--- src/rtl/bstl_pkg.sv ---
// Shared types, constants, micro-program and single-precision arithmetic for the STL reader.
package bstl_pkg;

    localparam int unsigned HEADER_BYTES  = 80;
    localparam int unsigned COUNT_BYTES   = 4;
    localparam int unsigned PAYLOAD_BYTES = 48;
    localparam int unsigned RECORD_BYTES  = 50;

    localparam logic [1:0] ST_OK    = 2'd0;
    localparam logic [1:0] ST_EMPTY = 2'd1;
    localparam logic [1:0] ST_TRUNC = 2'd2;

    localparam logic [31:0] FP_QNAN   = 32'h7FC0_0000;
    localparam logic [31:0] FP_THRESH = 32'h322B_CC77;

    localparam logic [4:0] LAST_WORD = 5'd11;

    typedef enum logic [1:0] {
        OP_ADD,
        OP_SUB,
        OP_MUL,
        OP_CMP
    } op_t;

    typedef struct packed {
        op_t        op;
        logic [4:0] a;
        logic [4:0] b;
        logic [4:0] d;
    } prog_t;

    typedef struct packed {
        logic       cnt_shift;
        logic       word_shift;
        logic       wr_word;
        logic [3:0] word_idx;
        logic       idx_clr;
        logic       idx_inc;
        logic       rd_en;
        logic [4:0] rd_a;
        logic [4:0] rd_b;
        logic       ex_en;
        op_t        op;
        logic       wr_res;
        logic [4:0] wr_addr;
        logic       load_tri;
        logic       load_err;
        logic [1:0] err_code;
    } dp_cmd_t;

    typedef struct packed {
        logic count_zero;
        logic last;
        logic out_free;
    } dp_sts_t;

    // Scratch words 0..11 hold the record, 12..24 hold intermediate results.
    function automatic prog_t prog_fetch(input logic [4:0] step);
        prog_t p;
        begin
            case (step)
                5'd0:    p = '{OP_SUB, 5'd6,  5'd3,  5'd12};
                5'd1:    p = '{OP_SUB, 5'd7,  5'd4,  5'd13};
                5'd2:    p = '{OP_SUB, 5'd8,  5'd5,  5'd14};
                5'd3:    p = '{OP_SUB, 5'd9,  5'd3,  5'd15};
                5'd4:    p = '{OP_SUB, 5'd10, 5'd4,  5'd16};
                5'd5:    p = '{OP_SUB, 5'd11, 5'd5,  5'd17};
                5'd6:    p = '{OP_MUL, 5'd13, 5'd17, 5'd18};
                5'd7:    p = '{OP_MUL, 5'd14, 5'd16, 5'd19};
                5'd8:    p = '{OP_SUB, 5'd18, 5'd19, 5'd20};
                5'd9:    p = '{OP_MUL, 5'd14, 5'd15, 5'd18};
                5'd10:   p = '{OP_MUL, 5'd12, 5'd17, 5'd19};
                5'd11:   p = '{OP_SUB, 5'd18, 5'd19, 5'd21};
                5'd12:   p = '{OP_MUL, 5'd12, 5'd16, 5'd18};
                5'd13:   p = '{OP_MUL, 5'd13, 5'd15, 5'd19};
                5'd14:   p = '{OP_SUB, 5'd18, 5'd19, 5'd22};
                5'd15:   p = '{OP_MUL, 5'd0,  5'd0,  5'd18};
                5'd16:   p = '{OP_MUL, 5'd1,  5'd1,  5'd19};
                5'd17:   p = '{OP_ADD, 5'd18, 5'd19, 5'd23};
                5'd18:   p = '{OP_MUL, 5'd2,  5'd2,  5'd18};
                5'd19:   p = '{OP_ADD, 5'd23, 5'd18, 5'd23};
                5'd20:   p = '{OP_MUL, 5'd20, 5'd0,  5'd18};
                5'd21:   p = '{OP_MUL, 5'd21, 5'd1,  5'd19};
                5'd22:   p = '{OP_ADD, 5'd18, 5'd19, 5'd24};
                5'd23:   p = '{OP_MUL, 5'd22, 5'd2,  5'd18};
                5'd24:   p = '{OP_ADD, 5'd24, 5'd18, 5'd24};
                default: p = '{OP_CMP, 5'd23, 5'd24, 5'd0};
            endcase
            return p;
        end
    endfunction

    // Rounds to nearest even. m has its leading one at bit 26, bit 0 is sticky.
    function automatic logic [31:0] fp_pack(input logic s, input logic signed [11:0] e,
                                            input logic [26:0] m);
        logic [26:0]        mm;
        logic signed [11:0] ee;
        logic [11:0]        nsh;
        logic [4:0]         sh;
        logic               lost;
        logic               up;
        logic [30:0]        mag;
        begin
            mm = m;
            ee = e;
            if (ee >= 12'sd255)
            begin
                return {s, 8'hFF, 23'd0};
            end
            if (ee <= 12'sd0)
            begin
                nsh = 12'(12'sd1 - ee);
                if (nsh >= 12'd27)
                begin
                    mm = {26'd0, |m};
                end
                else
                begin
                    sh   = nsh[4:0];
                    lost = |(m << (5'd27 - sh));
                    mm   = (m >> sh) | {26'd0, lost};
                end
                ee = 12'sd1;
            end
            up  = mm[2] & (mm[1] | mm[0] | mm[3]);
            mag = {ee[7:0] - 8'd1, 23'd0} + {7'd0, mm[26:3]} + {30'd0, up};
            return {s, mag};
        end
    endfunction

    function automatic logic [31:0] fp_mul(input logic [31:0] a, input logic [31:0] b);
        logic               s;
        logic [7:0]         ea;
        logic [7:0]         eb;
        logic               a_nan;
        logic               b_nan;
        logic               a_inf;
        logic               b_inf;
        logic               a_zero;
        logic               b_zero;
        logic [23:0]        ma;
        logic [23:0]        mb;
        logic [47:0]        p;
        logic [47:0]        pn;
        logic [5:0]         lz;
        logic signed [11:0] e;
        begin
            s      = a[31] ^ b[31];
            ea     = a[30:23];
            eb     = b[30:23];
            a_nan  = (ea == 8'hFF) && (a[22:0] != 23'd0);
            b_nan  = (eb == 8'hFF) && (b[22:0] != 23'd0);
            a_inf  = (ea == 8'hFF) && (a[22:0] == 23'd0);
            b_inf  = (eb == 8'hFF) && (b[22:0] == 23'd0);
            a_zero = (a[30:0] == 31'd0);
            b_zero = (b[30:0] == 31'd0);
            if (a_nan || b_nan)
            begin
                return FP_QNAN;
            end
            if (a_inf || b_inf)
            begin
                return (a_zero || b_zero) ? FP_QNAN : {s, 8'hFF, 23'd0};
            end
            if (a_zero || b_zero)
            begin
                return {s, 31'd0};
            end
            ma = {ea != 8'd0, a[22:0]};
            mb = {eb != 8'd0, b[22:0]};
            if (ea == 8'd0)
            begin
                ea = 8'd1;
            end
            if (eb == 8'd0)
            begin
                eb = 8'd1;
            end
            p  = {24'd0, ma} * {24'd0, mb};
            lz = 6'd0;
            for (int i = 0; i < 48; i++)
            begin
                if (p[i])
                begin
                    lz = 6'(47 - i);
                end
            end
            pn = p << lz;
            e  = $signed({4'd0, ea}) + $signed({4'd0, eb}) - 12'sd126 - $signed({6'd0, lz});
            return fp_pack(s, e, {pn[47:22], |pn[21:0]});
        end
    endfunction

    function automatic logic [31:0] fp_add(input logic [31:0] a, input logic [31:0] b);
        logic               a_nan;
        logic               b_nan;
        logic               a_inf;
        logic               b_inf;
        logic [31:0]        big;
        logic [31:0]        sml;
        logic [7:0]         eb;
        logic [7:0]         es;
        logic [7:0]         d;
        logic [26:0]        mbig;
        logic [26:0]        msml;
        logic [26:0]        al;
        logic               lost;
        logic [27:0]        sum;
        logic [4:0]         lz;
        logic [26:0]        m;
        logic signed [11:0] e;
        begin
            a_nan = (a[30:23] == 8'hFF) && (a[22:0] != 23'd0);
            b_nan = (b[30:23] == 8'hFF) && (b[22:0] != 23'd0);
            a_inf = (a[30:23] == 8'hFF) && (a[22:0] == 23'd0);
            b_inf = (b[30:23] == 8'hFF) && (b[22:0] == 23'd0);
            if (a_nan || b_nan)
            begin
                return FP_QNAN;
            end
            if (a_inf && b_inf && (a[31] != b[31]))
            begin
                return FP_QNAN;
            end
            if (a_inf)
            begin
                return a;
            end
            if (b_inf)
            begin
                return b;
            end
            if ((a[30:0] == 31'd0) && (b[30:0] == 31'd0))
            begin
                return {a[31] & b[31], 31'd0};
            end
            if (a[30:0] >= b[30:0])
            begin
                big = a;
                sml = b;
            end
            else
            begin
                big = b;
                sml = a;
            end
            eb   = (big[30:23] == 8'd0) ? 8'd1 : big[30:23];
            es   = (sml[30:23] == 8'd0) ? 8'd1 : sml[30:23];
            mbig = {big[30:23] != 8'd0, big[22:0], 3'd0};
            msml = {sml[30:23] != 8'd0, sml[22:0], 3'd0};
            d    = eb - es;
            if (d >= 8'd27)
            begin
                al = {26'd0, |msml};
            end
            else
            begin
                lost = |(msml << (5'd27 - d[4:0]));
                al   = (msml >> d[4:0]) | {26'd0, lost};
            end
            if (big[31] != sml[31])
            begin
                sum = {1'b0, mbig} - {1'b0, al};
            end
            else
            begin
                sum = {1'b0, mbig} + {1'b0, al};
            end
            if (sum == 28'd0)
            begin
                return 32'd0;
            end
            e = $signed({4'd0, eb});
            if (sum[27])
            begin
                m = {sum[27:2], sum[1] | sum[0]};
                e = e + 12'sd1;
            end
            else
            begin
                lz = 5'd0;
                for (int i = 0; i < 27; i++)
                begin
                    if (sum[i])
                    begin
                        lz = 5'(26 - i);
                    end
                end
                m = sum[26:0] << lz;
                e = e - $signed({7'd0, lz});
            end
            return fp_pack(big[31], e, m);
        end
    endfunction

    function automatic logic fp_is_nan(input logic [31:0] a);
        return (a[30:23] == 8'hFF) && (a[22:0] != 23'd0);
    endfunction

    function automatic logic fp_gt(input logic [31:0] a, input logic [31:0] b);
        logic [31:0] ka;
        logic [31:0] kb;
        begin
            if (fp_is_nan(a) || fp_is_nan(b))
            begin
                return 1'b0;
            end
            if ((a[30:0] == 31'd0) && (b[30:0] == 31'd0))
            begin
                return 1'b0;
            end
            ka = a[31] ? ~a : (a | 32'h8000_0000);
            kb = b[31] ? ~b : (b | 32'h8000_0000);
            return ka > kb;
        end
    endfunction

    function automatic logic fp_below_zero(input logic [31:0] a);
        return !fp_is_nan(a) && a[31] && (a[30:0] != 31'd0);
    endfunction

endpackage

--- src/rtl/bstl_ctrl.sv ---
// Controller: stream parse phases and the sequencer that steps the winding micro-program.
module bstl_ctrl
    import bstl_pkg::*;
(
    input  logic    clk,
    input  logic    rst_n,
    input  logic    in_valid,
    input  logic    stream_end,
    output logic    in_ready,
    input  dp_sts_t sts,
    output dp_cmd_t cmd
);

    typedef enum logic [2:0] {
        S_HEADER,
        S_COUNT,
        S_RECORDS,
        S_RD,
        S_EX,
        S_WR,
        S_EMIT,
        S_DONE
    } state_t;

    state_t     state_reg;
    state_t     state_next;
    logic [6:0] off_reg;
    logic [6:0] off_next;
    logic [4:0] step_reg;
    logic [4:0] step_next;
    prog_t      prog;
    logic       parsing;
    logic       accept;

    assign prog     = prog_fetch(step_reg);
    assign parsing  = (state_reg == S_HEADER) || (state_reg == S_COUNT) ||
                      (state_reg == S_RECORDS);
    // An end mark needs room in the result register for its error item.
    // Once the stream is closed every further item is taken and dropped.
    assign in_ready = (state_reg == S_DONE) || (parsing && (!stream_end || sts.out_free));
    assign accept   = in_valid && in_ready;

    always_comb
    begin
        cmd        = '0;
        cmd.op     = OP_ADD;
        state_next = state_reg;
        off_next   = off_reg;
        step_next  = step_reg;
        case (state_reg)
            S_HEADER:
            begin
                if (accept)
                begin
                    if (stream_end)
                    begin
                        cmd.load_err = 1'b1;
                        cmd.err_code = ST_EMPTY;
                        state_next   = S_DONE;
                    end
                    else if (off_reg == 7'(HEADER_BYTES - 1))
                    begin
                        off_next   = '0;
                        state_next = S_COUNT;
                    end
                    else
                    begin
                        off_next = off_reg + 7'd1;
                    end
                end
            end
            S_COUNT:
            begin
                if (accept)
                begin
                    if (stream_end)
                    begin
                        cmd.load_err = 1'b1;
                        cmd.err_code = ST_EMPTY;
                        state_next   = S_DONE;
                    end
                    else
                    begin
                        cmd.cnt_shift = 1'b1;
                        if (off_reg == 7'(COUNT_BYTES - 1))
                        begin
                            off_next = '0;
                            if (sts.count_zero)
                            begin
                                cmd.load_err = 1'b1;
                                cmd.err_code = ST_EMPTY;
                                state_next   = S_DONE;
                            end
                            else
                            begin
                                cmd.idx_clr = 1'b1;
                                state_next  = S_RECORDS;
                            end
                        end
                        else
                        begin
                            off_next = off_reg + 7'd1;
                        end
                    end
                end
            end
            S_RECORDS:
            begin
                if (accept)
                begin
                    if (stream_end)
                    begin
                        cmd.load_err = 1'b1;
                        cmd.err_code = ST_TRUNC;
                        state_next   = S_DONE;
                    end
                    else
                    begin
                        if (off_reg < 7'(PAYLOAD_BYTES))
                        begin
                            cmd.word_shift = 1'b1;
                            cmd.word_idx   = off_reg[5:2];
                            cmd.wr_word    = (off_reg[1:0] == 2'd3);
                        end
                        if (off_reg == 7'(RECORD_BYTES - 1))
                        begin
                            off_next   = '0;
                            step_next  = '0;
                            state_next = S_RD;
                        end
                        else
                        begin
                            off_next = off_reg + 7'd1;
                        end
                    end
                end
            end
            S_RD:
            begin
                cmd.rd_en  = 1'b1;
                cmd.rd_a   = prog.a;
                cmd.rd_b   = prog.b;
                state_next = S_EX;
            end
            S_EX:
            begin
                cmd.ex_en  = 1'b1;
                cmd.op     = prog.op;
                state_next = (prog.op == OP_CMP) ? S_EMIT : S_WR;
            end
            S_WR:
            begin
                cmd.wr_res  = 1'b1;
                cmd.wr_addr = prog.d;
                step_next   = step_reg + 5'd1;
                state_next  = S_RD;
            end
            S_EMIT:
            begin
                if (sts.out_free)
                begin
                    cmd.load_tri = 1'b1;
                    if (sts.last)
                    begin
                        state_next = S_DONE;
                    end
                    else
                    begin
                        cmd.idx_inc = 1'b1;
                        state_next  = S_RECORDS;
                    end
                end
            end
            default:
            begin
                state_next = S_DONE;
            end
        endcase
    end

    always_ff @(posedge clk or negedge rst_n)
    begin
        if (!rst_n)
        begin
            state_reg <= S_HEADER;
            off_reg   <= '0;
            step_reg  <= '0;
        end
        else
        begin
            state_reg <= state_next;
            off_reg   <= off_next;
            step_reg  <= step_next;
        end
    end

`ifndef SYNTH
    a_load_has_room: assert property (@(posedge clk) disable iff (!rst_n)
        (cmd.load_tri || cmd.load_err) |-> sts.out_free)
        else $error("result loaded while the result register is still held");

    a_word_in_range: assert property (@(posedge clk) disable iff (!rst_n)
        cmd.wr_word |-> ({1'b0, cmd.word_idx} <= LAST_WORD))
        else $error("record word index beyond the record");

    a_done_sticks: assert property (@(posedge clk) disable iff (!rst_n)
        (state_reg == S_DONE) |=> (state_reg == S_DONE))
        else $error("block left the done phase without reset");

    a_no_input_in_calc: assert property (@(posedge clk) disable iff (!rst_n)
        (!parsing && (state_reg != S_DONE)) |-> !in_ready)
        else $error("input taken while the winding test runs");
`endif

endmodule

--- config.mk ---
export PLATFORM = sky130hd
export DESIGN_NAME = bstl_ctrl
export DESIGN_NICKNAME = d
export VERILOG_FILES = /design/src/rtl/bstl_pkg.sv /design/src/rtl/bstl_ctrl.sv
export SDC_FILE = /design/constraint.sdc
export NUM_CORES = 1
export LEC_CHECK = 0
export BUFFER_PORTS_ARGS = -buffer_cell sky130_fd_sc_hd__buf_2
export CORE_ASPECT_RATIO = 0.75
export CORE_MARGIN = 2
export CORE_UTILIZATION = 40
export CTS_CLUSTER_SIZE = 40
export DETAILED_ROUTE_END_ITERATION = 7
export GPL_TIMING_DRIVEN = 1
export PLACE_DENSITY_LB_ADDON = 0.15
export SLEW_MARGIN = 40
export SYNTH_ARGS = -nofsm -noshare
export SYNTH_HDL_FRONTEND = slang
export SYNTH_SLANG_ARGS = --single-unit
--- constraint.sdc ---
create_clock -name clk -period 2.9 [get_ports clk]
set_clock_uncertainty 0.05 [all_clocks]
set_input_delay 0.58 -clock clk [delete_from_list [all_inputs] [get_ports clk]]
set_output_delay 0.58 -clock clk [all_outputs]
set_load 0.01 [all_outputs]
## Yosys cells after proc, flatten, opt, wreduce, memory -nomap -nowiden

Memories as Yosys holds them, arrays and structs flattened.
Index checks and enable logic that the tools add are counted.

| storage, ports and cells | value |
|---|---|
| bits of input ports | 7 |
| register bits after elaboration | 15 |
| memories kept | 1 |
| output and inout port bits | 34 |
| bits in read-only memories | 544 |

| cells by class | value |
|---|---|
| reduce and logical (&&, ||, !) cells | 13 |
| multiplexer cells | 57 |
| order comparisons | 1 |
| add/sub/neg operators | 2 |
| eq/ne operators | 23 |

Memories:

| name | depth | bits a word | read ports | clocked after Yosys merged registers in | write ports | RTL line | text |
|---|---|---|---|---|---|---|---|
| (name not given) | 32 | 17 | 1 | 0 | 0 | bstl_pkg.sv:61 | `case (step)` |

Operators with widths:

| cell | count |
|---|---|
| two-way mux 3 bit | 21 |
| two-way mux 7 bit | 9 |
| two-way mux 6 bit | 5 |
| one-hot mux 3 bit (7 select lines) | 1 |
| one-hot mux 7 bit (3 select lines) | 1 |
| two-way mux 5 bit | 3 |
| inequality test 2 bit (second input constant) | 7 |
| AND reduction 7 bit | 2 |
| two-way mux 1 bit | 13 |
| equality test 3 bit (second input constant) | 4 |
| two-way mux 11 bit | 1 |
| one-hot mux 5 bit (2 select lines) | 1 |
| inequality test 3 x 2 -> 1 bit (second input constant) | 3 |
| one-hot mux 3 bit (3 select lines) | 1 |
| adder 7 x 1 -> 7 bit (second input constant) | 1 |
| equality test 7 x 2 -> 1 bit (second input constant) | 1 |
| equality test 7 x 6 -> 1 bit (second input constant) | 1 |
| equality test 7 bit (second input constant) | 1 |
| < comparator 7 x 6 -> 1 bit (second input constant) | 1 |
| equality test 3 x 2 -> 1 bit (second input constant) | 2 |
| adder 5 x 1 -> 5 bit (second input constant) | 1 |
| equality test 2 bit (second input constant) | 2 |
| logical OR 1 bit | 4 |
| AND reduction 4 bit | 1 |
| 8 further kinds | 9 |

## Longest topological paths before layout

| depth | value |
|---|---|
| depth after elaboration | 8 |
| mapped depth | 9 |
| mapped depth without buffers | 7 |

## Worst setup path before layout

Ideal clock, no wire load.

| timing | value |
|---|---|
| path type | register to output |
| start point | register step_reg[1] |
| end point | output port cmd[11] (netlist name) |
| data required time | 2.270 ns |
| buffers on the path | 2 |
| cell stages (with the launch flop) | 9 |
| path slack | 0.232 ns |
| arrival | 2.038 ns |
| path through | dfrtp_1 > clkbuf_1 > inv_1 > ha_1 > buf_2 > nor2_2 > a21oi_1 > mux4_2 > and2_1 |

RTL lines:

| item | RTL line | text |
|---|---|---|
| start: declaration | bstl_ctrl.sv:29 | `logic [4:0] step_reg;` |
| start signal: assignment | bstl_ctrl.sv:193 | `step_reg <= step_next;` |
| end: declaration | bstl_ctrl.sv:11 | `output dp_cmd_t cmd` |

==> impl_metrics.py <==
metrics = {
    "worst_setup_path": {
        "crit_start": "step_reg[1]$_DFFE_PN0P_",
        "crit_arrival_ns": 2.08,
        "crit_type": "reg -> out",
        "crit_path_max_fanout": 4,
        "r2r_start": "step_reg[1]$_DFFE_PN0P_",
        "r2r_cells": 7,
        "required_ns": 2.27,
        "critPathCaptureType": "output port",
        "cp_slowest_cell": "mux4_2",
        "max_stage_delay_ns": 0.51,
        "path_cells": "inv_1 > ha_1 > nor2_2 > a21oi_1 > mux4_2 > and2_1 > buf_2",
        "r2r_slack_ns": 0.85,
        "r2r_end": "state_reg[0]$_DFFE_PN0P_",
        "start_kind": "flop",
        "endpoint": "cmd[11]",
    },
    "global_route": {
        "grt_pass1_wl_mm": 8.155,
        "met2_usage_pct": 26.22,
        "grt_pass1_vias": 1671,
        "grt_util_all_layers_pct": 19.75,
        "gr-total-overflow": 0,
        "use_met1_pct": 32.44,
        "met3_usage_pct": 4.480,
        "antenna_found_initial": 0,
        "grt_max_degree": 19,
        "grt_busiest_layer": "met1",
    },
    "run_status": {
        "outcome": "complete, no violations",
    },
    "timing": {
        "fmax_ghz": 0.3692,
        "min_period_ns": 2.709,
        "setup_viol": 0,
        "maxSlewHeadroom_pct": 63.27,
        "worst_pin_slew_ns": 0.5509,
        "rsz0062_at_grt": "false",
        "hold_violations": 0,
        "post-route-period-util_pct": 93.40,
        "fin_setup_tns_ns": 0,
        "maxSlewViolCount": 0,
    },
    "logic_synthesis": {
        "synth_seq_cells": 15,
        "avgSynthCellArea_um2": 7.245,
        "ys_types": 57,
        "syn_inst": 253,
        "synth.net_count": 271,
        "ys_seq_area_share_pct": 20.48,
        "yosysWarnings": 0,
        "synth_area_um2": 1833,
        "synth-async-reset-ratio_pct": 100.0,
        "synth_enable_flop_cells": 0,
        "ys.flop_type": "dfrtp_1",
    },
    "floorplan": {
        "core_um2": 4441,
        "die_y_um": 62.63,
        "die_w_um": 82.17,
        "num_rows": 21,
        "io_pins": 41,
        "start_util_pct": 41.28,
        "dieArea_um2": 5146,
    },
    "drt": {
        "viasPerCell": 5.676,
        "dr.pass1.iters": 4,
        "drtIter0Drc": 103,
        "drtAntennaViolNets": 0,
        "vias": 1964,
        "drc": 0,
        "wl_mm": 4.859,
        "wl_per_cell_um": 14.04,
    },
    "finish": {
        "final_common_cell": "buf_2",
        "drive_above_1_share_pct": 25.26,
        "final_cells": 346,
        "syn2layout_area_growth_pct": 15.63,
        "finish.net_count": 308,
        "final_cell_mix": "buf_2 (40), nand2_1 (35), o21ai_0 (23)",
        "largest_reg_flops": 7,
        "diodes": 0,
    },
    "cts": {
        "h-tree-depth": 1,
        "clk_path_buf_depth": 2,
        "postCtsSetupRepairBufs": 0,
        "cts-root-buf": "clkbuf_8",
        "cts_sinks": 15,
        "cts_hold_buf": 0,
        "cts.repair.resized": 0,
        "clk_latency_ns": 0.25,
        "clkSlewWorstSetupHoldPaths_ns": 0.06,
        "cts_buffers": 3,
        "cts_tree": "built",
    },
    "job": {
        "cap_violations": 0,
    },
    "pwr": {
        "power_mw": 2.026,
        "leakage_nw": 1.044,
        "ir_worst_vdd_v": 0.0004108,
        "power.density_nw_per_um2": 955.9,
    },
    "placement": {
        "dp.final_hpwl_mm": 3.743,
        "finalWeightedCongestion": 0.8494,
        "port_buffers": 40,
        "placedCellCount": 342,
    },
    "worst_hold_path": {
        "min_path_type": "in -> async",
    },
}
==> stage by stage <==
stage / hold WS, ns / utilization [%] / cell area, µm² / setup slack [ns]
after floorplan: 0.2344 / - / 1833 / 0.2322
after global placement: 0.4741 / 46.69 / 2073 / 0.4861
after detailed placement: 0.4715 / 46.69 / 2073 / 0.4658
after CTS: 0.1899 / 47.73 / 2120 / 0.1734
after global routing: 0.2023 / 47.73 / 2120 / 0.05128
final: 0.1768 / 47.73 / 2120 / 0.1914
==> area by class of cell <==
cell class	instances	area, µm²
clock buffer	3	41.29
timing repair buffer	50	275.3
sequential	15	375.4
clock inverter	1	5.005
inverter	12	45.04
fill	477	2321
tap	57	71.32
multi-input combinational	208	1306
==> metal layers <==
| metal | vias up | routed length (µm) |
|---|---|---|
| met1 | 909 | 2557 |
| met3 | 2 | 303 |
| li1 | 993 | - |
| met4 | 0 | 17 |
| met2 | 60 | 1981 |
| met5 | - | 0 |
==> cell families after synthesis <==
kind of cell / share of synthesized area (%)
compound gates: 27.37
simple gates: 32.29
buf+inv: 8.259
flops: 20.48
fa+ha+maj: 7.508
mux: 4.095
==> synth_stat cells, types with 2 or more instances <==
| library cell | instances | area share [%] |
|---|---|---|
| nand2_1 | 35 | 7.2 |
| o21ai_0 | 23 | 6.3 |
| nor2_1 | 21 | 4.3 |
| a21oi_1 | 19 | 5.2 |
| dfrtp_1 | 15 | 20 |
| ha_1 | 11 | 7.5 |
| inv_1 | 10 | 2.0 |
| nor3_1 | 10 | 2.7 |
| and2_1 | 8 | 2.7 |
| a31oi_1 | 7 | 2.4 |
| nand3_1 | 7 | 1.9 |
| buf_2 | 6 | 1.6 |
| clkbuf_1 | 6 | 1.2 |
| a211oi_1 | 4 | 1.6 |
| a311oi_1 | 4 | 1.9 |
| nand2b_1 | 4 | 1.4 |
| o31ai_1 | 4 | 1.6 |
| or2_2 | 4 | 1.4 |
| and3_1 | 3 | 1.0 |
| mux2i_1 | 3 | 1.6 |
| nor2b_1 | 3 | 1.0 |
| o211ai_1 | 3 | 1.2 |
| buf_4 | 2 | 0.82 |
| buf_6 | 2 | 1.2 |
| clkinv_1 | 2 | 0.41 |
| nand3_2 | 2 | 1.1 |
| nand4_1 | 2 | 0.68 |
| nor3b_2 | 2 | 1.4 |
| o311ai_0 | 2 | 0.96 |
| or4_1 | 2 | 0.82 |
==> worst min-delay path by stage <==
stage	endpoint	slack (ns)	startpoint	cells past startpoint
4_1_cts	off_reg[4]$_DFFE_PN0P_	0.19	rst_n	1
2_1_floorplan	off_reg[0]$_DFFE_PN0P_	0.23	rst_n	0
3_3_place_gp	off_reg[1]$_DFFE_PN0P_	0.47	off_reg[1]$_DFFE_PN0P_	2
6_report	state_reg[2]$_DFFE_PN0P_	0.18	rst_n	1
3_5_place_dp	state_reg[2]$_DFFE_PN0P_	0.47	rst_n	1
5_1_grt	off_reg[5]$_DFFE_PN0P_	0.20	rst_n	1
==> worst max-delay path: cells and delay by family (launching register included) <==
kind / cells / cell delay [ns]
muxes: 1 / 0.51
DFF: 1 / 0.38
and+or+nand+nor: 2 / 0.32
buffers and inverters: 2 / 0.29
adders and majority gates: 1 / 0.28
AOI/OAI and AO/OA: 1 / 0.05
==> report_power, final <==
part | switching, mW | internal (mW) | leakage, nW
Sequential | 0.128 | 0.277 | 0.171
Combinational | 0.860 | 0.585 | 0.847
Clock | 0.0798 | 0.0954 | 0.0255
(Power assumes the default switching activity.)
