### config.mk
export PLATFORM = sky130hd
export DESIGN_NAME = bstl_dp_flat
export DESIGN_NICKNAME = d
export VERILOG_FILES = /design/src/rtl/bstl_pkg.sv /design/src/rtl/bstl_tri_if.sv /design/src/rtl/bstl_dp.sv /design/src/flat_wrapper.sv
export SDC_FILE = /design/constraint.sdc
export NUM_CORES = 2
export LEC_CHECK = 0
export ABC_AREA = 1
export BUFFER_PORTS_ARGS = -buffer_cell sky130_fd_sc_hd__buf_4
export CAP_MARGIN = 20
export CELL_PAD_IN_SITES_DETAIL_PLACEMENT = 0
export CELL_PAD_IN_SITES_GLOBAL_PLACEMENT = 1
export CORE_MARGIN = 2
export CORE_UTILIZATION = 39
export CTS_CLUSTER_SIZE = 20
export DETAILED_ROUTE_END_ITERATION = 6
export PLACE_DENSITY_LB_ADDON = 0.1
export SLEW_MARGIN = 5
export SYNTH_ARGS = -nofsm -noshare
export SYNTH_HDL_FRONTEND = slang
export SYNTH_SLANG_ARGS = --single-unit
export TNS_END_PERCENT = 5
### constraint.sdc
create_clock -name clk -period 15.3 [get_ports clk]
set_input_delay 0.765 -clock clk [delete_from_list [all_inputs] [get_ports clk]]
set_output_delay 0.765 -clock clk [all_outputs]
set_load 0.03 [all_outputs]
### src/rtl/bstl_pkg.sv
// Shared types, constants, micro-program and single-precision arithmetic for the STL reader.
package bstl_pkg;

    localparam int unsigned HEADER_BYTES  = 80;
    localparam int unsigned COUNT_BYTES   = 4;
    localparam int unsigned PAYLOAD_BYTES = 48;
    localparam int unsigned RECORD_BYTES  = 50;

    localparam logic [1:0] ST_OK    = 2'd0;
    localparam logic [1:0] ST_EMPTY = 2'd1;
    localparam logic [1:0] ST_TRUNC = 2'd2;

    localparam logic [31:0] FP_QNAN   = 32'h7FC0_0000;
    localparam logic [31:0] FP_THRESH = 32'h322B_CC77;

    localparam logic [4:0] LAST_WORD = 5'd11;

    typedef enum logic [1:0] {
        OP_ADD,
        OP_SUB,
        OP_MUL,
        OP_CMP
    } op_t;

    typedef struct packed {
        op_t        op;
        logic [4:0] a;
        logic [4:0] b;
        logic [4:0] d;
    } prog_t;

    typedef struct packed {
        logic       cnt_shift;
        logic       word_shift;
        logic       wr_word;
        logic [3:0] word_idx;
        logic       idx_clr;
        logic       idx_inc;
        logic       rd_en;
        logic [4:0] rd_a;
        logic [4:0] rd_b;
        logic       ex_en;
        op_t        op;
        logic       wr_res;
        logic [4:0] wr_addr;
        logic       load_tri;
        logic       load_err;
        logic [1:0] err_code;
    } dp_cmd_t;

    typedef struct packed {
        logic count_zero;
        logic last;
        logic out_free;
    } dp_sts_t;

    // Scratch words 0..11 hold the record, 12..24 hold intermediate results.
    function automatic prog_t prog_fetch(input logic [4:0] step);
        prog_t p;
        begin
            case (step)
                5'd0:    p = '{OP_SUB, 5'd6,  5'd3,  5'd12};
                5'd1:    p = '{OP_SUB, 5'd7,  5'd4,  5'd13};
                5'd2:    p = '{OP_SUB, 5'd8,  5'd5,  5'd14};
                5'd3:    p = '{OP_SUB, 5'd9,  5'd3,  5'd15};
                5'd4:    p = '{OP_SUB, 5'd10, 5'd4,  5'd16};
                5'd5:    p = '{OP_SUB, 5'd11, 5'd5,  5'd17};
                5'd6:    p = '{OP_MUL, 5'd13, 5'd17, 5'd18};
                5'd7:    p = '{OP_MUL, 5'd14, 5'd16, 5'd19};
                5'd8:    p = '{OP_SUB, 5'd18, 5'd19, 5'd20};
                5'd9:    p = '{OP_MUL, 5'd14, 5'd15, 5'd18};
                5'd10:   p = '{OP_MUL, 5'd12, 5'd17, 5'd19};
                5'd11:   p = '{OP_SUB, 5'd18, 5'd19, 5'd21};
                5'd12:   p = '{OP_MUL, 5'd12, 5'd16, 5'd18};
                5'd13:   p = '{OP_MUL, 5'd13, 5'd15, 5'd19};
                5'd14:   p = '{OP_SUB, 5'd18, 5'd19, 5'd22};
                5'd15:   p = '{OP_MUL, 5'd0,  5'd0,  5'd18};
                5'd16:   p = '{OP_MUL, 5'd1,  5'd1,  5'd19};
                5'd17:   p = '{OP_ADD, 5'd18, 5'd19, 5'd23};
                5'd18:   p = '{OP_MUL, 5'd2,  5'd2,  5'd18};
                5'd19:   p = '{OP_ADD, 5'd23, 5'd18, 5'd23};
                5'd20:   p = '{OP_MUL, 5'd20, 5'd0,  5'd18};
                5'd21:   p = '{OP_MUL, 5'd21, 5'd1,  5'd19};
                5'd22:   p = '{OP_ADD, 5'd18, 5'd19, 5'd24};
                5'd23:   p = '{OP_MUL, 5'd22, 5'd2,  5'd18};
                5'd24:   p = '{OP_ADD, 5'd24, 5'd18, 5'd24};
                default: p = '{OP_CMP, 5'd23, 5'd24, 5'd0};
            endcase
            return p;
        end
    endfunction

    // Rounds to nearest even. m has its leading one at bit 26, bit 0 is sticky.
    function automatic logic [31:0] fp_pack(input logic s, input logic signed [11:0] e,
                                            input logic [26:0] m);
        logic [26:0]        mm;
        logic signed [11:0] ee;
        logic [11:0]        nsh;
        logic [4:0]         sh;
        logic               lost;
        logic               up;
        logic [30:0]        mag;
        begin
            mm = m;
            ee = e;
            if (ee >= 12'sd255)
            begin
                return {s, 8'hFF, 23'd0};
            end
            if (ee <= 12'sd0)
            begin
                nsh = 12'(12'sd1 - ee);
                if (nsh >= 12'd27)
                begin
                    mm = {26'd0, |m};
                end
                else
                begin
                    sh   = nsh[4:0];
                    lost = |(m << (5'd27 - sh));
                    mm   = (m >> sh) | {26'd0, lost};
                end
                ee = 12'sd1;
            end
            up  = mm[2] & (mm[1] | mm[0] | mm[3]);
            mag = {ee[7:0] - 8'd1, 23'd0} + {7'd0, mm[26:3]} + {30'd0, up};
            return {s, mag};
        end
    endfunction

    function automatic logic [31:0] fp_mul(input logic [31:0] a, input logic [31:0] b);
        logic               s;
        logic [7:0]         ea;
        logic [7:0]         eb;
        logic               a_nan;
        logic               b_nan;
        logic               a_inf;
        logic               b_inf;
        logic               a_zero;
        logic               b_zero;
        logic [23:0]        ma;
        logic [23:0]        mb;
        logic [47:0]        p;
        logic [47:0]        pn;
        logic [5:0]         lz;
        logic signed [11:0] e;
        begin
            s      = a[31] ^ b[31];
            ea     = a[30:23];
            eb     = b[30:23];
            a_nan  = (ea == 8'hFF) && (a[22:0] != 23'd0);
            b_nan  = (eb == 8'hFF) && (b[22:0] != 23'd0);
            a_inf  = (ea == 8'hFF) && (a[22:0] == 23'd0);
            b_inf  = (eb == 8'hFF) && (b[22:0] == 23'd0);
            a_zero = (a[30:0] == 31'd0);
            b_zero = (b[30:0] == 31'd0);
            if (a_nan || b_nan)
            begin
                return FP_QNAN;
            end
            if (a_inf || b_inf)
            begin
                return (a_zero || b_zero) ? FP_QNAN : {s, 8'hFF, 23'd0};
            end
            if (a_zero || b_zero)
            begin
                return {s, 31'd0};
            end
            ma = {ea != 8'd0, a[22:0]};
            mb = {eb != 8'd0, b[22:0]};
            if (ea == 8'd0)
            begin
                ea = 8'd1;
            end
            if (eb == 8'd0)
            begin
                eb = 8'd1;
            end
            p  = {24'd0, ma} * {24'd0, mb};
            lz = 6'd0;
            for (int i = 0; i < 48; i++)
            begin
                if (p[i])
                begin
                    lz = 6'(47 - i);
                end
            end
            pn = p << lz;
            e  = $signed({4'd0, ea}) + $signed({4'd0, eb}) - 12'sd126 - $signed({6'd0, lz});
            return fp_pack(s, e, {pn[47:22], |pn[21:0]});
        end
    endfunction

    function automatic logic [31:0] fp_add(input logic [31:0] a, input logic [31:0] b);
        logic               a_nan;
        logic               b_nan;
        logic               a_inf;
        logic               b_inf;
        logic [31:0]        big;
        logic [31:0]        sml;
        logic [7:0]         eb;
        logic [7:0]         es;
        logic [7:0]         d;
        logic [26:0]        mbig;
        logic [26:0]        msml;
        logic [26:0]        al;
        logic               lost;
        logic [27:0]        sum;
        logic [4:0]         lz;
        logic [26:0]        m;
        logic signed [11:0] e;
        begin
            a_nan = (a[30:23] == 8'hFF) && (a[22:0] != 23'd0);
            b_nan = (b[30:23] == 8'hFF) && (b[22:0] != 23'd0);
            a_inf = (a[30:23] == 8'hFF) && (a[22:0] == 23'd0);
            b_inf = (b[30:23] == 8'hFF) && (b[22:0] == 23'd0);
            if (a_nan || b_nan)
            begin
                return FP_QNAN;
            end
            if (a_inf && b_inf && (a[31] != b[31]))
            begin
                return FP_QNAN;
            end
            if (a_inf)
            begin
                return a;
            end
            if (b_inf)
            begin
                return b;
            end
            if ((a[30:0] == 31'd0) && (b[30:0] == 31'd0))
            begin
                return {a[31] & b[31], 31'd0};
            end
            if (a[30:0] >= b[30:0])
            begin
                big = a;
                sml = b;
            end
            else
            begin
                big = b;
                sml = a;
            end
            eb   = (big[30:23] == 8'd0) ? 8'd1 : big[30:23];
            es   = (sml[30:23] == 8'd0) ? 8'd1 : sml[30:23];
            mbig = {big[30:23] != 8'd0, big[22:0], 3'd0};
            msml = {sml[30:23] != 8'd0, sml[22:0], 3'd0};
            d    = eb - es;
            if (d >= 8'd27)
            begin
                al = {26'd0, |msml};
            end
            else
            begin
                lost = |(msml << (5'd27 - d[4:0]));
                al   = (msml >> d[4:0]) | {26'd0, lost};
            end
            if (big[31] != sml[31])
            begin
                sum = {1'b0, mbig} - {1'b0, al};
            end
            else
            begin
                sum = {1'b0, mbig} + {1'b0, al};
            end
            if (sum == 28'd0)
            begin
                return 32'd0;
            end
            e = $signed({4'd0, eb});
            if (sum[27])
            begin
                m = {sum[27:2], sum[1] | sum[0]};
                e = e + 12'sd1;
            end
            else
            begin
                lz = 5'd0;
                for (int i = 0; i < 27; i++)
                begin
                    if (sum[i])
                    begin
                        lz = 5'(26 - i);
                    end
                end
                m = sum[26:0] << lz;
                e = e - $signed({7'd0, lz});
            end
            return fp_pack(big[31], e, m);
        end
    endfunction

    function automatic logic fp_is_nan(input logic [31:0] a);
        return (a[30:23] == 8'hFF) && (a[22:0] != 23'd0);
    endfunction

    function automatic logic fp_gt(input logic [31:0] a, input logic [31:0] b);
        logic [31:0] ka;
        logic [31:0] kb;
        begin
            if (fp_is_nan(a) || fp_is_nan(b))
            begin
                return 1'b0;
            end
            if ((a[30:0] == 31'd0) && (b[30:0] == 31'd0))
            begin
                return 1'b0;
            end
            ka = a[31] ? ~a : (a | 32'h8000_0000);
            kb = b[31] ? ~b : (b | 32'h8000_0000);
            return ka > kb;
        end
    endfunction

    function automatic logic fp_below_zero(input logic [31:0] a);
        return !fp_is_nan(a) && a[31] && (a[30:0] != 31'd0);
    endfunction

endpackage

### src/rtl/bstl_tri_if.sv
// Triangle result channel: valid/ready handshake carrying one triangle or error item.
interface bstl_tri_if;
    logic        valid;
    logic        ready;
    logic [31:0] vertex0_x;
    logic [31:0] vertex0_y;
    logic [31:0] vertex0_z;
    logic [31:0] vertex1_x;
    logic [31:0] vertex1_y;
    logic [31:0] vertex1_z;
    logic [31:0] vertex2_x;
    logic [31:0] vertex2_y;
    logic [31:0] vertex2_z;
    logic        swap_winding;
    logic        last_triangle;
    logic [1:0]  status;

    modport source (output valid, output vertex0_x, output vertex0_y, output vertex0_z,
                    output vertex1_x, output vertex1_y, output vertex1_z,
                    output vertex2_x, output vertex2_y, output vertex2_z,
                    output swap_winding, output last_triangle, output status,
                    input ready);
    modport sink (input valid, input vertex0_x, input vertex0_y, input vertex0_z,
                  input vertex1_x, input vertex1_y, input vertex1_z,
                  input vertex2_x, input vertex2_y, input vertex2_z,
                  input swap_winding, input last_triangle, input status,
                  output ready);
endinterface

### src/rtl/bstl_dp.sv
// Datapath: count and word assembly, scratch memory, shared float unit and result register.
module bstl_dp
    import bstl_pkg::*;
(
    input  logic              clk,
    input  logic              rst_n,
    input  logic [7:0]        data_byte,
    input  dp_cmd_t           cmd,
    output dp_sts_t           sts,
    bstl_tri_if.source        tri_ch
);

    logic [31:0] total_reg;
    logic [31:0] index_reg;
    logic [31:0] word_reg;
    logic [31:0] word_full;
    logic [31:0] vtx_reg [0:8];
    logic [31:0] mem [0:31];
    logic [31:0] ra_reg;
    logic [31:0] rb_reg;
    logic [31:0] res_reg;
    logic        swap_reg;
    logic        we;
    logic [4:0]  waddr;
    logic [31:0] wdata;
    logic [31:0] rb_op;
    logic [3:0]  vtx_idx;

    logic        out_valid_reg;
    logic [31:0] out_vtx_reg [0:8];
    logic        out_swap_reg;
    logic        out_last_reg;
    logic [1:0]  out_status_reg;

    assign word_full = {data_byte, word_reg[31:8]};
    assign vtx_idx   = cmd.word_idx - 4'd3;
    assign we        = cmd.wr_word | cmd.wr_res;
    assign waddr     = cmd.wr_word ? {1'b0, cmd.word_idx} : cmd.wr_addr;
    assign wdata     = cmd.wr_word ? word_full : res_reg;
    assign rb_op     = (cmd.op == OP_SUB) ? {~rb_reg[31], rb_reg[30:0]} : rb_reg;

    assign sts.count_zero = ({data_byte, total_reg[31:8]} == 32'd0);
    assign sts.last       = (index_reg == (total_reg - 32'd1));
    assign sts.out_free   = !out_valid_reg || tri_ch.ready;

    always_ff @(posedge clk or negedge rst_n)
    begin
        if (!rst_n)
        begin
            total_reg <= '0;
            index_reg <= '0;
        end
        else
        begin
            if (cmd.cnt_shift)
            begin
                total_reg <= {data_byte, total_reg[31:8]};
            end
            if (cmd.idx_clr)
            begin
                index_reg <= '0;
            end
            else if (cmd.idx_inc)
            begin
                index_reg <= index_reg + 32'd1;
            end
        end
    end

    always_ff @(posedge clk)
    begin
        if (cmd.word_shift)
        begin
            word_reg <= word_full;
        end
        if (cmd.wr_word && (cmd.word_idx >= 4'd3))
        begin
            vtx_reg[vtx_idx] <= word_full;
        end
        if (cmd.ex_en)
        begin
            if (cmd.op == OP_MUL)
            begin
                res_reg <= fp_mul(ra_reg, rb_reg);
            end
            else if (cmd.op == OP_CMP)
            begin
                swap_reg <= fp_gt(ra_reg, FP_THRESH) && fp_below_zero(rb_reg);
            end
            else
            begin
                res_reg <= fp_add(ra_reg, rb_op);
            end
        end
    end

    // Scratch memory: one write port, two registered read ports.
    always_ff @(posedge clk)
    begin
        if (we)
        begin
            mem[waddr] <= wdata;
        end
        if (cmd.rd_en)
        begin
            ra_reg <= mem[cmd.rd_a];
            rb_reg <= mem[cmd.rd_b];
        end
    end

    always_ff @(posedge clk or negedge rst_n)
    begin
        if (!rst_n)
        begin
            out_valid_reg <= 1'b0;
        end
        else if (cmd.load_tri || cmd.load_err)
        begin
            out_valid_reg <= 1'b1;
        end
        else if (tri_ch.ready)
        begin
            out_valid_reg <= 1'b0;
        end
    end

    always_ff @(posedge clk)
    begin
        if (cmd.load_tri)
        begin
            for (int i = 0; i < 9; i++)
            begin
                out_vtx_reg[i] <= vtx_reg[i];
            end
            out_swap_reg   <= swap_reg;
            out_last_reg   <= sts.last;
            out_status_reg <= ST_OK;
        end
        else if (cmd.load_err)
        begin
            for (int i = 0; i < 9; i++)
            begin
                out_vtx_reg[i] <= 32'd0;
            end
            out_swap_reg   <= 1'b0;
            out_last_reg   <= 1'b0;
            out_status_reg <= cmd.err_code;
        end
    end

    assign tri_ch.valid         = out_valid_reg;
    assign tri_ch.vertex0_x     = out_vtx_reg[0];
    assign tri_ch.vertex0_y     = out_vtx_reg[1];
    assign tri_ch.vertex0_z     = out_vtx_reg[2];
    assign tri_ch.vertex1_x     = out_vtx_reg[3];
    assign tri_ch.vertex1_y     = out_vtx_reg[4];
    assign tri_ch.vertex1_z     = out_vtx_reg[5];
    assign tri_ch.vertex2_x     = out_vtx_reg[6];
    assign tri_ch.vertex2_y     = out_vtx_reg[7];
    assign tri_ch.vertex2_z     = out_vtx_reg[8];
    assign tri_ch.swap_winding  = out_swap_reg;
    assign tri_ch.last_triangle = out_last_reg;
    assign tri_ch.status        = out_status_reg;

endmodule

### src/flat_wrapper.sv
// flat-port wrapper written by rule: the top's interface ports become plain ports
module bstl_dp_flat import bstl_pkg::*;
  (clk, rst_n, data_byte, cmd, sts, tri_ch_valid, tri_ch_vertex0_x, tri_ch_vertex0_y, tri_ch_vertex0_z, tri_ch_vertex1_x, tri_ch_vertex1_y, tri_ch_vertex1_z, tri_ch_vertex2_x, tri_ch_vertex2_y, tri_ch_vertex2_z, tri_ch_swap_winding, tri_ch_last_triangle, tri_ch_status, tri_ch_ready);
  bstl_tri_if tri_ch_i ();
  input  logic clk;
  input  logic rst_n;
  input  logic [7:0] data_byte;
  input  dp_cmd_t cmd;
  output dp_sts_t sts;
  output wire logic [$bits(tri_ch_i.valid)-1:0] tri_ch_valid;
  output wire logic [$bits(tri_ch_i.vertex0_x)-1:0] tri_ch_vertex0_x;
  output wire logic [$bits(tri_ch_i.vertex0_y)-1:0] tri_ch_vertex0_y;
  output wire logic [$bits(tri_ch_i.vertex0_z)-1:0] tri_ch_vertex0_z;
  output wire logic [$bits(tri_ch_i.vertex1_x)-1:0] tri_ch_vertex1_x;
  output wire logic [$bits(tri_ch_i.vertex1_y)-1:0] tri_ch_vertex1_y;
  output wire logic [$bits(tri_ch_i.vertex1_z)-1:0] tri_ch_vertex1_z;
  output wire logic [$bits(tri_ch_i.vertex2_x)-1:0] tri_ch_vertex2_x;
  output wire logic [$bits(tri_ch_i.vertex2_y)-1:0] tri_ch_vertex2_y;
  output wire logic [$bits(tri_ch_i.vertex2_z)-1:0] tri_ch_vertex2_z;
  output wire logic [$bits(tri_ch_i.swap_winding)-1:0] tri_ch_swap_winding;
  output wire logic [$bits(tri_ch_i.last_triangle)-1:0] tri_ch_last_triangle;
  output wire logic [$bits(tri_ch_i.status)-1:0] tri_ch_status;
  input wire logic [$bits(tri_ch_i.ready)-1:0] tri_ch_ready;
  assign tri_ch_valid = tri_ch_i.valid;
  assign tri_ch_vertex0_x = tri_ch_i.vertex0_x;
  assign tri_ch_vertex0_y = tri_ch_i.vertex0_y;
  assign tri_ch_vertex0_z = tri_ch_i.vertex0_z;
  assign tri_ch_vertex1_x = tri_ch_i.vertex1_x;
  assign tri_ch_vertex1_y = tri_ch_i.vertex1_y;
  assign tri_ch_vertex1_z = tri_ch_i.vertex1_z;
  assign tri_ch_vertex2_x = tri_ch_i.vertex2_x;
  assign tri_ch_vertex2_y = tri_ch_i.vertex2_y;
  assign tri_ch_vertex2_z = tri_ch_i.vertex2_z;
  assign tri_ch_swap_winding = tri_ch_i.swap_winding;
  assign tri_ch_last_triangle = tri_ch_i.last_triangle;
  assign tri_ch_status = tri_ch_i.status;
  assign tri_ch_i.ready = tri_ch_ready;
  bstl_dp u_core (.clk(clk), .rst_n(rst_n), .data_byte(data_byte), .cmd(cmd), .sts(sts), .tri_ch(tri_ch_i));
endmodule
* After elaboration in Yosys (flattened, before gate mapping)
Memory sizes are Yosys's and may differ from the RTL's. A register that Yosys moved wholly into a read port is not among the register bits.
Index checks and enable logic that the tools add are counted.
** Operators by class
- Add/sub/neg operators :: 22
- $mul :: 1
- $lt $le $gt $ge :: 10
- Eq/ne operators :: 10
- Shifts and indexed selects :: 8
- Mux-type cells :: 335
- Bitwise operators :: 25
- Reductions and logical operators :: 53
** Operators with widths (number)
- 32-bit 2-to-1 mux :: 64
- 27-bit 2-to-1 mux :: 39
- 6-bit 2-to-1 mux :: 53
- 8-bit 2-to-1 mux :: 32
- 28-bit 2-to-1 mux :: 9
- 5-bit 2-to-1 mux :: 38
- 12-bit 2-to-1 mux :: 10
- 27-bit OR reduction :: 4
- 27-bit by 5-bit left shift with 27-bit output :: 4
- 31-bit logical NOT :: 3
- 1-bit 2-to-1 mux :: 90
- 27-bit by 1-bit OR with 27-bit output :: 3
- 27-bit by 5-bit right shift with 27-bit output :: 3
- 23-bit logical NOT :: 3
- 23-bit nonzero test :: 3
- 31-bit by 1-bit adder with 31-bit output :: 2
- 31-bit by 24-bit adder with 31-bit output :: 2
- 24-bit by 24-bit multiplier with 48-bit output :: 1
- 48-bit OR reduction :: 1
- 48-bit by 6-bit left shift with 48-bit output :: 1
- 32-bit by 1-bit adder with 32-bit output (second input constant) :: 1
- 32-bit equality test :: 1
- 32-bit greater-than comparator (second input constant) :: 1
- 32-bit logical NOT :: 1
- 41 further kinds :: 95
** Word-level totals
- Bits in registers :: 134
- RAM bits :: 1600
- Input bits :: 44
- Output and inout port bits :: 296
- Word-level logic and storage cells :: 476
- Memories :: 3
** Memories
- u_core.mem :: depth 32, width 32, read ports 2, clocked after memory_dff 2, wr ports 1, RTL line bstl_dp.sv:18 : logic [31:0] mem [0:31];
- u_core.out_vtx_reg :: depth 9, width 32, read ports 9, clocked after memory_dff 0, wr ports 9, RTL line bstl_dp.sv:30 : logic [31:0] out_vtx_reg [0:8];
- u_core.vtx_reg :: depth 9, width 32, read ports 9, clocked after memory_dff 0, wr ports 1, RTL line bstl_dp.sv:17 : logic [31:0] vtx_reg [0:8];

* Depth between registers and ports, before layout
- Word-level depth :: 147
- Gate-level depth with buffers :: 107
- Depth with buffers taken out :: 100

* Worst setup path before layout
OpenSTA, ideal clock, no wires.
- Path type :: reg-to-reg
- Start point :: register u_core.ra_reg[10], read port of u_core.mem
- End point :: register u_core.res_reg[22], data pin
- Setup time :: 0.254 ns
- Data arrival time :: 13.069 ns
- Required time :: 15.046 ns
- Path slack :: 1.976 ns
- Cell stages (with the launch flop) :: 79
- Buffers on the path :: 7
- Period minus slack after synthesis :: 13.324 ns
- Path through :: edfxtp_1 -> clkbuf_1 -> clkbuf_1 -> nand2_1 -> fa_1 -> fa_1 -> fa_1 -> inv_1 -> ha_1 -> inv_1 -> fa_1 -> fa_1 -> inv_1 -> fa_1 -> ha_1 -> inv_1 -> o311ai_1 -> nand3_1 -> [... 43 more ...] -> clkbuf_8 -> nand2_1 -> nand2_1 -> nand2_1 -> nand2_1 -> inv_2 -> ha_1 -> nand2_1 -> nor2_1 -> nand2_1 -> nor2_2 -> nand2_1 -> nor2_1 -> nand3_1 -> nand3_1 -> nand2_1 -> a21oi_1 -> nand2_1
** On the way
- Longest elaborated chain between the ends :: 114
- Elaborated cells on any way between the ends :: 310
- Those cells by class :: add/sub (15); mul (1); order compare (8); eq/ne (1); shift (8); mux (243); bitwise (10); reduce/logical (24)
** Ends and longest elaborated chain
- from (decl) :: RTL line bstl_dp.sv:19 : logic [31:0] ra_reg;
- 31-bit >= comparator :: RTL line bstl_pkg.sv:237 : if (a[30:0] >= b[30:0])
- 32-bit 2-to-1 mux (2 in a row) :: RTL line bstl_pkg.sv:237
- 32-bit 2-to-1 mux :: RTL line bstl_pkg.sv:233 : if ((a[30:0] == 31'd0) && (b[30:0] == 31'd0))
- 32-bit 2-to-1 mux :: RTL line bstl_pkg.sv:229 : if (b_inf)
- 32-bit 2-to-1 mux :: RTL line bstl_pkg.sv:225 : if (a_inf)
- 32-bit 2-to-1 mux :: RTL line bstl_pkg.sv:221 : if (a_inf && b_inf && (a[31] != b[31]))
- 32-bit 2-to-1 mux :: RTL line bstl_dp.sv:86 : else if (cmd.op == OP_CMP)
- 32-bit 2-to-1 mux :: RTL line bstl_dp.sv:82 : if (cmd.op == OP_MUL)
- [... 97 more ...]
- 32-bit 2-to-1 mux :: RTL line bstl_pkg.sv:273 : e = $signed({4'd0, eb});
- 32-bit 2-to-1 mux :: RTL line bstl_pkg.sv:237
- 32-bit 2-to-1 mux :: RTL line bstl_pkg.sv:233
- 32-bit 2-to-1 mux :: RTL line bstl_pkg.sv:229
- 32-bit 2-to-1 mux :: RTL line bstl_pkg.sv:225
- 32-bit 2-to-1 mux :: RTL line bstl_pkg.sv:221
- 32-bit 2-to-1 mux :: RTL line bstl_dp.sv:86
- 32-bit 2-to-1 mux * :: RTL line bstl_dp.sv:82
- to (signal assigned) :: RTL line bstl_dp.sv:84 : res_reg <= fp_mul(ra_reg, rb_reg);
- to (signal assigned) :: RTL line bstl_dp.sv:92 : res_reg <= fp_add(ra_reg, rb_op);
- to (decl) :: RTL line bstl_dp.sv:21 : logic [31:0] res_reg;
Every way passes the cells marked *; elsewhere a longest branch is shown, timed or not. The select of a mux whose other input is x is not followed.
A chain may end at the register's enable or synchronous reset.

* Worst setup path after layout
- Start point :: register u_core.rb_reg[30], read port of u_core.mem
- End point :: register u_core.res_reg[25], data pin
** On the way
- Longest elaborated chain between the ends :: 115
- Elaborated cells on any way between the ends :: 331
- Those cells by class :: add/sub (19); mul (1); order compare (8); eq/ne (3); shift (8); mux (255); bitwise (10); reduce/logical (27)
** Ends and longest elaborated chain
- from (decl) :: RTL line bstl_dp.sv:20 : logic [31:0] rb_reg;
- 32-bit 2-to-1 mux :: RTL line bstl_dp.sv:40 : assign rb_op = (cmd.op == OP_SUB) ? {~rb_reg[31], rb_reg[30:0]} : rb_reg;
- 31-bit >= comparator :: RTL line bstl_pkg.sv:237
- 32-bit 2-to-1 mux (2 in a row) :: RTL line bstl_pkg.sv:237
- 32-bit 2-to-1 mux :: RTL line bstl_pkg.sv:233
- 32-bit 2-to-1 mux :: RTL line bstl_pkg.sv:229
- 32-bit 2-to-1 mux :: RTL line bstl_pkg.sv:225
- 32-bit 2-to-1 mux :: RTL line bstl_pkg.sv:221
- 32-bit 2-to-1 mux :: RTL line bstl_dp.sv:86
- [... 98 more ...]
- 32-bit 2-to-1 mux :: RTL line bstl_pkg.sv:273
- 32-bit 2-to-1 mux :: RTL line bstl_pkg.sv:237
- 32-bit 2-to-1 mux :: RTL line bstl_pkg.sv:233
- 32-bit 2-to-1 mux :: RTL line bstl_pkg.sv:229
- 32-bit 2-to-1 mux :: RTL line bstl_pkg.sv:225
- 32-bit 2-to-1 mux :: RTL line bstl_pkg.sv:221
- 32-bit 2-to-1 mux :: RTL line bstl_dp.sv:86
- 32-bit 2-to-1 mux * :: RTL line bstl_dp.sv:82
Marks and branches as above.

==> summary.txt <==
Status
  • Status: finished, final reports clean

Clock network
  • Worst-skew pair later-pin latency: 870 ps
  • CTS tree: yes
  • Root Driver: clkbuf_16
  • Number of hold buffers added after CTS: 0
  • Clock-pin slew on the worst setup and hold paths: 60 ps
  • Max clock buf depth: 4
  • Clk sinks: 1790
  • TritonCTS Buffers: 194
  • H-tree depth: 4

Min path
  • Hold WC Path Type: input port to asynchronous set/reset pin

Timing
  • Crit share post-route: 93.4%
  • FMAX: 0.0700 GHz
  • Skew final: 49.4 ps
  • Slew HR: 1.12%
  • Worst Tran Pin Value: 1480 ps
  • Setup-failing EPs final: 0
  • RSZ-0062 raised after global routing: true
  • Minimum clock period: 14280 ps
  • Max-slew violations: 0
  • Hold Violations, Final: 0

Setup path
  • CP max stage delay: 550 ps
  • WP buf/inv: 17
  • WP data required: 15920 ps
  • Crit-path most repeated cell: inv_1
  • Slowest stage cell, crit path: fa_1
  • CP arrival: 14900 ps
  • CP delay by family, top: adder cells
  • CP Class: flop to flop
  • Crit end category: flop
  • Critical Path Source Type: flop
  • Max FO, Critical Path: 22

Detailed routing
  • Drt drc: 0
  • DR iter-0 viols: 11500
  • Total wire length: 482 mm
  • 1st-pass router iterations: 7
  • DR vias: 102000
  • DR vias/cell: 5.74
  • Antenna Violating Nets Remaining: 0
  • Wire per inst: 27.1 um

Global route
  • Total GRT Usage: 30.6%
  • First-pass GRT wire length: 694 mm
  • GRT Residual Overflow: 0
  • Largest net degree at the start of global routing: 219
  • Vias in the first global route: 101000
  • Initial antenna violation count: 32

Synthesis
  • Ranking of synthesized cells by area: edfxtp_1 44%, fa_1 8.3%, nand2_1 7.7%
  • Post-synth EDFFs: 1723
  • Mapped Nets: 14500
  • Mean Syn Cell Area: 8.65 um2
  • Mapped cell area: 118000 um2
  • Commonest register cell after synthesis: edfxtp_1
  • Post-synth ARST share: 3.63%
  • Seq/Total Area, Yosys: 45.4%
  • Top-area cell type share of the netlist area: 44.0%
  • Cell count after synthesis: 13600
  • Synth unique cells: 84
  • YS warnings: 0
  • Post-synth top area cell: edfxtp_1
  • Post-synthesis register bit count: 1790

Layout
  • Share of cells above drive strength 1: 8.74%
  • Most frequent cells in the layout: 2402 x nand2_1, 1823 x inv_1, 1810 x nor2_1, 1723 x edfxtp_1, 1322 x o21ai_0
  • Max reg flops: 1024
  • Area growth from synthesis to layout: 11.4%
  • Fin cells: 17800
  • Fin nets: 14500
  • Most common cell after layout, fill and taps aside: nand2_1

Place
  • GP Congestion: 0.951
  • Dpl hpwl: 313 mm
  • Number of port buffers: 339
  • Placed Cells: 17400

Flow run
  • Max Cap Viol: 0

Floorplanning
  • Die H: 553 um
  • Initial Util: 39.2%
  • Die area: 306000 um2
  • Core outline area: 300000 um2
  • Die Wd: 553 um
  • FP Rows: 201
  • Ports: 340
-- cell families after synthesis --
| family | Yosys count | share of synthesized area (%) |
|---|---|---|
| simple gates | 5590 | 19.7 |
| fa+ha+maj | 814 | 11.8 |
| flops | 1790 | 45.4 |
| mux | 9 | 0.0808 |
| buf+inv | 2713 | 8.99 |
| compound gates | 2536 | 12.9 |
| xor+xnor | 152 | 1.20 |
-- timing repair --
item,in CTS,in global routing
setup buffers,0,12
gates resized for setup,0,37
endpoints found under the setup margin,0,31
-- through the flow --
stage          cell area, um2  util (%)  hold slack, ps  setup WS, ps  setup TNS (ps)
2_1_floorplan          118000         -             469          1980               0
3_3_place_gp           124000      41.5             471           161               0
3_5_place_dp           125000      41.5             472           335               0
4_1_cts                131000      43.6            17.2           368               0
5_1_grt                131000      43.7            84.1         -72.5            -125
6_report               131000      43.7            47.5          1020               0
-- worst register-to-register path: cells and delay by family, from the launching register on --
| family | cells | cell delay, ps |
|---|---|---|
| AO/OA/AOI/OAI | 17 | 2950 |
| AND/OR/NAND/NOR | 25 | 3430 |
| adder cells (fa/ha/maj) | 11 | 4650 |
| buffers and inverters | 17 | 2040 |
| flip-flops | 1 | 510 |
| XOR/XNOR | 2 | 480 |
-- synth_stat cells, drive strengths merged (5+ instances only) --
| cell | instances |
|---|---|
| buf | 145 |
| a21oi | 334 |
| o21a | 9 |
| nand3 | 969 |
| mux2i | 5 |
| xnor2 | 39 |
| o211a | 5 |
| clkbuf | 678 |
| o21bai | 11 |
| nand2 | 2456 |
| nor3b | 9 |
| nor4 | 53 |
| o211ai | 32 |
| dfrtp | 65 |
| a31oi | 94 |
| nor2 | 1871 |
| xor2 | 113 |
| fa | 486 |
| a32o | 18 |
| a211oi | 13 |
| o21ai | 1429 |
| or2 | 31 |
| o22ai | 111 |
| o221ai | 372 |
| and3 | 5 |
| edfxtp | 1723 |
| a21o | 6 |
| inv | 1872 |
| nor3 | 77 |
| a2111oi | 5 |
| ha | 328 |
| o2111ai | 11 |
| nand3b | 10 |
| o31ai | 14 |
| a32oi | 54 |
| nand4 | 104 |
| clkinv | 18 |
-- area by class of cell --
cell class                 count  area (um2)
fill                       29300      169000
multi-input combinational   9101       54200
sequential                  1790       53400
inverter                    1890        7180
timing repair buffer         662        5350
clock buffer                 248        5140
tap                         3958        4950
clock inverter                99         885
antenna                        6        15.0
-- final timing paths --
kind / slack [ps] / start / cells past startpoint / to
max in group asynchronous: 14630 / rst_n / 1 / u_core.index_reg[27]$_DFFE_PN0P_
setup reg to reg: 1020 / u_core.rb_reg[30]$_DFFE_PP_ / 72 / u_core.res_reg[25]$_DFFE_PP_
min in group clk: 110 / cmd[1] / 2 / u_core.tri_ch.status[1]$_SDFFE_PP0P_
setup / recovery: 1020 / u_core.rb_reg[30]$_DFFE_PP_ / 72 / u_core.res_reg[25]$_DFFE_PP_
hold / removal: 50 / rst_n / 1 / u_core.total_reg[1]$_DFFE_PN0P_
hold reg to reg: 490 / u_core.tri_ch.status[1]$_SDFFE_PP0P_ / 1 / u_core.tri_ch.status[1]$_SDFFE_PP0P_
-- layer usage --
layer / vias to the layer above / track usage (%) / wire length (um) / part of all wire, %
met5: - / 0 / 42 / 0.0087
met4: 6 / 10.7 / 18500 / 3.9
met3: 946 / 3.96 / 34800 / 7.2
met2: 4609 / 51.8 / 229000 / 48
met1: 50600 / 40.3 / 199000 / 41
li1: 45700 / - / - / -
Power is not shown: default switching activity piles up to over one toggle a cycle in this logic, so the estimate is an artifact.
